`src/rtl/core/sbf_pkg.sv`:
```
// Shared constants and codes for the sumo robot behaviour controller.
package sbf_pkg;

   localparam int DIST_W        = 16;
   localparam int TIME_W        = 32;
   localparam int CFG_W         = 16;
   localparam int CFG_IDX_W     = 2;
   localparam int MODE_W        = 3;
   localparam int DRIVE_W       = 9;
   localparam int AVG_DEPTH_DEF = 5;

   localparam logic [CFG_IDX_W-1:0] CFG_IDLE_TIME   = 2'd0;
   localparam logic [CFG_IDX_W-1:0] CFG_ESCAPE_TIME = 2'd1;
   localparam logic [CFG_IDX_W-1:0] CFG_ATTACK_DIST = 2'd2;

   localparam logic [CFG_W-1:0] IDLE_TIME_RST   = 16'd5000;
   localparam logic [CFG_W-1:0] ESCAPE_TIME_RST = 16'd300;
   localparam logic [CFG_W-1:0] ATTACK_DIST_RST = 16'd320;

   localparam logic [MODE_W-1:0] MODE_IDLE      = 3'd0;
   localparam logic [MODE_W-1:0] MODE_SEARCH    = 3'd1;
   localparam logic [MODE_W-1:0] MODE_ATTACK    = 3'd2;
   localparam logic [MODE_W-1:0] MODE_ESC_FRONT = 3'd3;
   localparam logic [MODE_W-1:0] MODE_ESC_BACK  = 3'd4;

   localparam logic signed [DRIVE_W-1:0] DRIVE_ZERO     = 9'sd0;
   localparam logic signed [DRIVE_W-1:0] DRIVE_SLOW_FWD = 9'sd150;
   localparam logic signed [DRIVE_W-1:0] DRIVE_SLOW_REV = -9'sd150;
   localparam logic signed [DRIVE_W-1:0] DRIVE_FULL_FWD = 9'sd255;
   localparam logic signed [DRIVE_W-1:0] DRIVE_FULL_REV = -9'sd255;

endpackage

```
`src/rtl/core/sbf_avg_filter.sv`:
```
// Moving-average distance filter with exact threshold compare.
module sbf_avg_filter #(
   parameter int AVG_DEPTH = sbf_pkg::AVG_DEPTH_DEF
) (
   input  logic                      clock,
   input  logic                      reset,
   input  logic                      update,
   input  logic [sbf_pkg::DIST_W-1:0] distance,
   input  logic [sbf_pkg::CFG_W-1:0]  threshold,
   output logic                      below
);
   import sbf_pkg::*;

   localparam int CNT_W  = $clog2(AVG_DEPTH + 1);
   localparam int SLOT_W = (AVG_DEPTH > 1) ? $clog2(AVG_DEPTH) : 1;
   localparam int SUM_W  = DIST_W + CNT_W;
   localparam int PROD_W = CFG_W + CNT_W;

   logic [DIST_W-1:0] ring_ff [AVG_DEPTH];
   logic [SUM_W-1:0]  sum_ff, sum_in;
   logic [SLOT_W-1:0] slot_ff, slot_in;
   logic [CNT_W-1:0]  count_ff, count_in;
   logic [PROD_W-1:0] limit;

   always_comb begin
      sum_in   = sum_ff - SUM_W'(ring_ff[slot_ff]) + SUM_W'(distance);
      slot_in  = (slot_ff == SLOT_W'(AVG_DEPTH - 1)) ? '0 : slot_ff + 1'b1;
      count_in = (count_ff < CNT_W'(AVG_DEPTH)) ? count_ff + 1'b1 : count_ff;
      limit    = PROD_W'(threshold) * PROD_W'(count_in);
      below    = PROD_W'(sum_in) < limit;
   end

   always_ff @(posedge clock) begin
      if (reset) begin
         sum_ff   <= '0;
         slot_ff  <= '0;
         count_ff <= '0;
         for (int i = 0; i < AVG_DEPTH; i++) begin
            ring_ff[i] <= '0;
         end
      end else if (update) begin
         sum_ff           <= sum_in;
         slot_ff          <= slot_in;
         count_ff         <= count_in;
         ring_ff[slot_ff] <= distance;
      end
   end

endmodule

```
`src/rtl/core/sumo_robot_behavior_fsm.sv`:
```
// Top level of the sumo robot behaviour controller.
// One tick is accepted per clock cycle. Each tick is held in an input register, then the mode
// decision, timer checks and filter update run combinationally into the result register. The
// controller state registers update together with the result register, which sets the
// throughput of one tick per cycle. A full result register that is not taken stalls
// the input register; the input side keeps accepting while the result register can drain.
module sumo_robot_behavior_fsm #(
   parameter int AVG_DEPTH = sbf_pkg::AVG_DEPTH_DEF
) (
   input  logic                               clock,
   input  logic                               reset,
   input  logic                               csr_we,
   input  logic [sbf_pkg::CFG_IDX_W-1:0]      csr_index,
   input  logic [sbf_pkg::CFG_W-1:0]          csr_wdata,
   input  logic                               req_valid,
   output logic                               req_ready,
   input  logic [sbf_pkg::DIST_W-1:0]         req_enemy_distance,
   input  logic                               req_edge_front,
   input  logic                               req_edge_back,
   input  logic [sbf_pkg::TIME_W-1:0]         req_now_ms,
   input  logic                               req_start_pressed,
   output logic                               rsp_valid,
   input  logic                               rsp_ready,
   output logic [sbf_pkg::MODE_W-1:0]         rsp_mode,
   output logic                               rsp_mode_changed,
   output logic signed [sbf_pkg::DRIVE_W-1:0] rsp_left_drive,
   output logic signed [sbf_pkg::DRIVE_W-1:0] rsp_right_drive
);
   import sbf_pkg::*;

   logic [CFG_W-1:0] idle_time_ff, escape_time_ff, attack_dist_ff;

   logic              in_valid_ff;
   logic [DIST_W-1:0] in_dist_ff;
   logic              in_front_ff, in_back_ff, in_start_ff;
   logic [TIME_W-1:0] in_now_ff;

   logic              started_ff, started_in;
   logic [TIME_W-1:0] start_stamp_ff, start_stamp_in;
   logic              esc_front_ff, esc_front_in;
   logic              esc_back_ff, esc_back_in;
   logic [TIME_W-1:0] esc_stamp_ff, esc_stamp_in;
   logic [MODE_W-1:0] last_mode_ff;

   logic                      out_valid_ff;
   logic [MODE_W-1:0]         out_mode_ff;
   logic                      out_changed_ff;
   logic signed [DRIVE_W-1:0] out_left_ff, out_right_ff;

   logic                      out_free, advance;
   logic [MODE_W-1:0]         mode_in;
   logic signed [DRIVE_W-1:0] left_in, right_in;
   logic [TIME_W-1:0]         idle_el, esc_el;
   logic                      filter_update, filter_below;

   assign out_free  = !out_valid_ff || rsp_ready;
   assign advance   = in_valid_ff && out_free;
   assign req_ready = !in_valid_ff || out_free;

   sbf_avg_filter #(
      .AVG_DEPTH (AVG_DEPTH)
   ) u_filter (
      .clock     (clock),
      .reset     (reset),
      .update    (advance && filter_update),
      .distance  (in_dist_ff),
      .threshold (attack_dist_ff),
      .below     (filter_below)
   );

   always_comb begin
      started_in     = started_ff;
      start_stamp_in = start_stamp_ff;
      esc_front_in   = esc_front_ff;
      esc_back_in    = esc_back_ff;
      esc_stamp_in   = esc_stamp_ff;
      mode_in        = MODE_IDLE;
      filter_update  = 1'b0;
      if (!started_ff && in_start_ff) begin
         started_in     = 1'b1;
         start_stamp_in = in_now_ff;
      end
      idle_el = in_now_ff - start_stamp_in;
      esc_el  = in_now_ff - esc_stamp_ff;
      if (started_in) begin
         priority if (idle_el < TIME_W'(idle_time_ff)) begin
            mode_in = MODE_IDLE;
         end else if (esc_front_ff && esc_el < TIME_W'(escape_time_ff)) begin
            mode_in = MODE_ESC_FRONT;
         end else if (esc_back_ff && esc_el < TIME_W'(escape_time_ff)) begin
            mode_in = MODE_ESC_BACK;
         end else begin
            esc_front_in = 1'b0;
            esc_back_in  = 1'b0;
            priority if (in_front_ff) begin
               esc_stamp_in = in_now_ff;
               esc_front_in = 1'b1;
               mode_in      = MODE_ESC_FRONT;
            end else if (in_back_ff) begin
               esc_stamp_in = in_now_ff;
               esc_back_in  = 1'b1;
               mode_in      = MODE_ESC_BACK;
            end else begin
               filter_update = 1'b1;
               mode_in       = filter_below ? MODE_ATTACK : MODE_SEARCH;
            end
         end
      end
   end

   always_comb begin
      unique case (mode_in)
         MODE_SEARCH: begin
            left_in  = DRIVE_SLOW_FWD;
            right_in = DRIVE_SLOW_REV;
         end
         MODE_ATTACK, MODE_ESC_BACK: begin
            left_in  = DRIVE_FULL_FWD;
            right_in = DRIVE_FULL_FWD;
         end
         MODE_ESC_FRONT: begin
            left_in  = DRIVE_FULL_REV;
            right_in = DRIVE_FULL_REV;
         end
         default: begin
            left_in  = DRIVE_ZERO;
            right_in = DRIVE_ZERO;
         end
      endcase
   end

   always_ff @(posedge clock) begin
      if (reset) begin
         idle_time_ff   <= IDLE_TIME_RST;
         escape_time_ff <= ESCAPE_TIME_RST;
         attack_dist_ff <= ATTACK_DIST_RST;
      end else if (csr_we) begin
         unique case (csr_index)
            CFG_IDLE_TIME:   idle_time_ff   <= csr_wdata;
            CFG_ESCAPE_TIME: escape_time_ff <= csr_wdata;
            CFG_ATTACK_DIST: attack_dist_ff <= csr_wdata;
            default: ;
         endcase
      end
   end

   always_ff @(posedge clock) begin
      if (reset) begin
         in_valid_ff <= 1'b0;
      end else if (req_ready) begin
         in_valid_ff <= req_valid;
      end
   end

   always_ff @(posedge clock) begin
      if (req_valid && req_ready) begin
         in_dist_ff  <= req_enemy_distance;
         in_front_ff <= req_edge_front;
         in_back_ff  <= req_edge_back;
         in_now_ff   <= req_now_ms;
         in_start_ff <= req_start_pressed;
      end
   end

   always_ff @(posedge clock) begin
      if (reset) begin
         started_ff     <= 1'b0;
         start_stamp_ff <= '0;
         esc_front_ff   <= 1'b0;
         esc_back_ff    <= 1'b0;
         esc_stamp_ff   <= '0;
         last_mode_ff   <= MODE_IDLE;
      end else if (advance) begin
         started_ff     <= started_in;
         start_stamp_ff <= start_stamp_in;
         esc_front_ff   <= esc_front_in;
         esc_back_ff    <= esc_back_in;
         esc_stamp_ff   <= esc_stamp_in;
         last_mode_ff   <= mode_in;
      end
   end

   always_ff @(posedge clock) begin
      if (reset) begin
         out_valid_ff <= 1'b0;
      end else if (out_free) begin
         out_valid_ff <= in_valid_ff;
      end
   end

   always_ff @(posedge clock) begin
      if (advance) begin
         out_mode_ff    <= mode_in;
         out_changed_ff <= (mode_in != last_mode_ff);
         out_left_ff    <= left_in;
         out_right_ff   <= right_in;
      end
   end

   assign rsp_valid        = out_valid_ff;
   assign rsp_mode         = out_mode_ff;
   assign rsp_mode_changed = out_changed_ff;
   assign rsp_left_drive   = out_left_ff;
   assign rsp_right_drive  = out_right_ff;

endmodule

```
`config.mk`:
```
export PLATFORM = sky130hd
export DESIGN_NAME = sumo_robot_behavior_fsm
export DESIGN_NICKNAME = d
export VERILOG_FILES = /design/src/rtl/core/sbf_pkg.sv /design/src/rtl/core/sbf_avg_filter.sv /design/src/rtl/core/sumo_robot_behavior_fsm.sv
export SDC_FILE = /design/constraint.sdc
export NUM_CORES = 1
export LEC_CHECK = 0
export BUFFER_PORTS_ARGS = -buffer_cell sky130_fd_sc_hd__buf_2
export CORE_ASPECT_RATIO = 2
export CORE_MARGIN = 2
export CORE_UTILIZATION = 30
export DETAILED_ROUTE_END_ITERATION = 12
export PLACE_DENSITY_LB_ADDON = 0.12
export SYNTH_ARGS = -nofsm -noshare
export SYNTH_HDL_FRONTEND = slang
export SYNTH_SLANG_ARGS = --single-unit
```
`constraint.sdc`:
```
create_clock -name clock -period 8.3 [get_ports clock]
set_input_delay 1.245 -clock clock [delete_from_list [all_inputs] [get_ports clock]]
set_output_delay 1.245 -clock clock [all_outputs]
set_load 0.02 [all_outputs]
```
==> flow_metrics.py <==
metrics = {
    "outcome": {
        "outcome": "completed",
    },
    "setup_path": {
        "crit_slowest_cell": "or4_1",
        "rr_endpoint": "u_filter.ring_ff[5][11]",
        "worst-path-buf-inv": 2,
        "worst-setup-path-type": "flop to flop",
        "start_kind": "flop",
        "r2r_start": "in_start_ff",
        "ff2ff_setup_slack_ps": 930,
        "crit_fanout": 33,
        "reg2reg_depth": 25,
        "cp_common_cell": "nand2_1",
        "worstSetupStartpoint": "in_start_ff",
        "cp.required_ps": 8610,
        "critPathCaptureType": "flop",
        "cpPeakStageDelay_ps": 620,
        "crit_family": "compound AO/OA/AOI/OAI gates",
        "cp_data_arrival_time_ps": 7690,
    },
    "cells_and_area": {
        "drive_above_1_share_pct": 11.77,
        "multiInputGateArea_sq_um": 10980,
        "nFillCells": 7171,
        "layout.cells.non_filler": 3149,
        "antenna_cells": 0,
        "area_delta_synth_final_pct": 11.84,
        "register_area_sq_um": 8610,
        "fin_area_sq_um": 23270,
        "finalNetCount": 2484,
    },
    "yosys": {
        "syn_nets": 2441,
        "synth_warnings": 0,
        "synth_area_sq_um": 20800,
        "syn_area_per_cell_sq_um": 9.526,
        "synth_area_leaders": "edfxtp_1, dfxtp_1, ha_1",
        "synth_cell_type_count": 82,
        "synth_seq_cells": 336,
        "synth_top_area_share_pct": 27.13,
        "synthFlopType": "edfxtp_1",
        "synth_cells": 2184,
        "synth_edf_count": 188,
        "ys_seq_area_share_pct": 41.38,
        "yosysTopAreaCell": "edfxtp_1",
        "async_reset_ff_share_pct": 0,
    },
    "routing": {
        "wirelength_mm": 67.56,
        "route.detailed.drc": 0,
        "drt_iter0_drc": 684,
        "drtPass1Iterations": 5,
        "wire_per_inst_um": 21.45,
        "antenna_left": 0,
        "vias": 16170,
        "via_per_inst": 5.136,
    },
    "clock_network": {
        "cts-hold-fix-buffers": 0,
        "clk_pin_slew_ps": 60,
        "htree_levels": 2,
        "clock_sinks": 336,
        "cts_root_buf": "clkbuf_16",
        "cts_resized": 0,
        "cts_tree": "built",
        "clk_latency_ps": 590,
        "clockBufferDepth": 3,
        "cts_setup_buffers": 0,
        "numCtsBuffers": 36,
    },
    "grt": {
        "grt_util_all_layers_pct": 18.95,
        "grt.overflow.total": 0,
        "grt_pass1_vias": 17070,
        "antenna_found_initial": 0,
        "grt_max_degree": 71,
        "grt_pass1_wl_mm": 101.5,
    },
    "power_and_ir_drop": {
        "p_leak_nw": 8.821,
        "power.density_nw_per_um2": 192.3,
        "peakVddDrop_uv": 142.9,
    },
    "die": {
        "num_io_pins": 98,
        "core_area_sq_um": 68750,
        "start_util_pct": 30.26,
        "die_h_um": 376.4,
        "num_rows": 136,
        "dieArea_sq_um": 71600,
        "fp.dieW_um": 190.2,
    },
    "sta": {
        "post-route-period-util_pct": 88.85,
        "fin_worst_skew_ps": 37.57,
        "relSlewSlack_pct": 15.92,
        "setup_viol": 0,
        "tightest_slew_ps": 1257,
        "tns_ps": 0,
        "rsz0062_at_grt": "false",
        "slew_viol_final": 0,
        "timing.final.hold_violations": 0,
        "max_freq_ghz": 0.1356,
        "layout_min_cycle_time_ps": 7374,
    },
    "placement": {
        "dpl-instance-area_sq_um": 22130,
        "port-buffer-count": 97,
        "dp_cells": 3086,
        "hpwl_mm": 51.95,
        "gp_congestion": 0.8895,
    },
    "hold_path": {
        "min_to": "escape_time_ff[1]",
        "hold_depth": 2,
        "hold_path_class": "flop to flop",
        "min-delay-start": "escape_time_ff[1]",
    },
    "job": {
        "drv_cap": 0,
    },
}
==> power breakdown <==
| group | switching, mW | internal (mW) | leakage, nW |
|---|---|---|---|
| clock network | 0.737 | 0.888 | 0.560 |
| logic | 0.610 | 0.370 | 5.21 |
| registers | 0.0491 | 1.82 | 3.05 |
| total | 1.40 | 3.08 | 8.82 |
==> metrics by stage <==
step           total power, mW  hold WS (ps)  utilization [%]  worst slack (ps)
6_report                 4.474         455.9            33.85             925.7
2_1_floorplan            2.571         433.6                -              1156
4_1_cts                  4.549         456.4            33.85             921.0
3_3_place_gp             2.888         447.3            32.20              1019
5_1_grt                  4.698         473.1            33.85             575.5
3_5_place_dp             2.894         448.6            32.20             925.6
==> tightest hold or removal path: stages, from the launching register on <==
cell and delay (ps):
dfxtp_1 310, nand2_1 50, a21oi_1 50
==> synth_stat cells (36+ instances only) <==
cell type and number:
nand2_1 239, a211oi_1 40, nand3_1 75, edfxtp_1 188, ha_1 150, mux2i_1 39
a21o_1 36, inv_1 184, xnor2_1 37, clkbuf_1 82, dfxtp_1 148, nor3_1 83
o21ai_0 122, a21oi_1 193, nor2_1 125
==> layout make-up <==
cell class	count	share of cell area [%]
inverter	186	3.000
clock buffer	51	4.506
timing repair buffer	128	3.097
multi-input combinational	1539	47.20
clock inverter	12	0.3710
tap	897	4.823
sequential	336	37.00
==> worst max-delay path by stage <==
| stage | to | slack [ps] | cells after the start |
|---|---|---|---|
| 6_report | u_filter.ring_ff[5][11] | 930 | 25 |
| 5_1_grt | flop | 580 | 24 |
| 4_1_cts | flop | 920 | 24 |
| 3_5_place_dp | flop | 930 | 23 |
| 3_3_place_gp | flop | 1020 | 24 |
| 2_1_floorplan | u_filter.ring_ff[0][0] | 1160 | 28 |
==> placed cells by master, fill, tap and decap left out, types with 24 or more instances in the layout <==
master,n
nor3_1,80
and3_1,26
xnor2_1,37
dfxtp_1,147
mux2i_1,39
buf_2,96
edfxtp_1,188
nand2_1,239
nand3_1,75
a211oi_1,40
a21o_1,36
clkbuf_16,37
ha_1,150
fa_1,33
nor2_1,124
o21a_1,26
xor2_1,24
mux4_2,32
inv_1,184
o21ai_0,120
a21oi_1,193
buf_4,32
==> cell families (layout without fill, tap and decap cells) <==
group | count (synthesis) | in the layout | share of synthesized area, %
AO/OA/AOI/OAI | 543 | 543 | 16.47
XOR/XNOR | 61 | 61 | 2.568
adder cells (fa/ha/maj) | 183 | 183 | 12.20
buffers and inverters | 309 | 377 | 6.092
flip-flops | 336 | 336 | 41.38
multiplexers | 89 | 89 | 6.315
AND/OR/NAND/NOR | 663 | 663 | 14.99
==> sequential cells by signal (all words and copies together), names as in the netlist, 3 cells and up, named ones only <==
signal and count:
in_now_ff 32, u_filter.ring_ff 128, last_mode_ff 3, start_stamp_ff 32, u_filter.slot_ff 3, rsp_mode 3, u_filter.sum_ff 19, in_dist_ff 16
idle_time_ff 16, u_filter.count_ff 3, esc_stamp_ff 32, attack_dist_ff 16, rsp_left_drive 4, escape_time_ff 16
==> layer usage <==
metal | track usage (%) | vias to the layer above | wire length (um)
li1 | - | 7941 | -
met3 | 1.853 | 118 | 1467
met1 | 16.88 | 7857 | 22100
met2 | 40.70 | 258 | 40790
met5 | 0 | - | 0
met4 | 8.732 | 0 | 3203
Power figures use the tool's default switching activity.
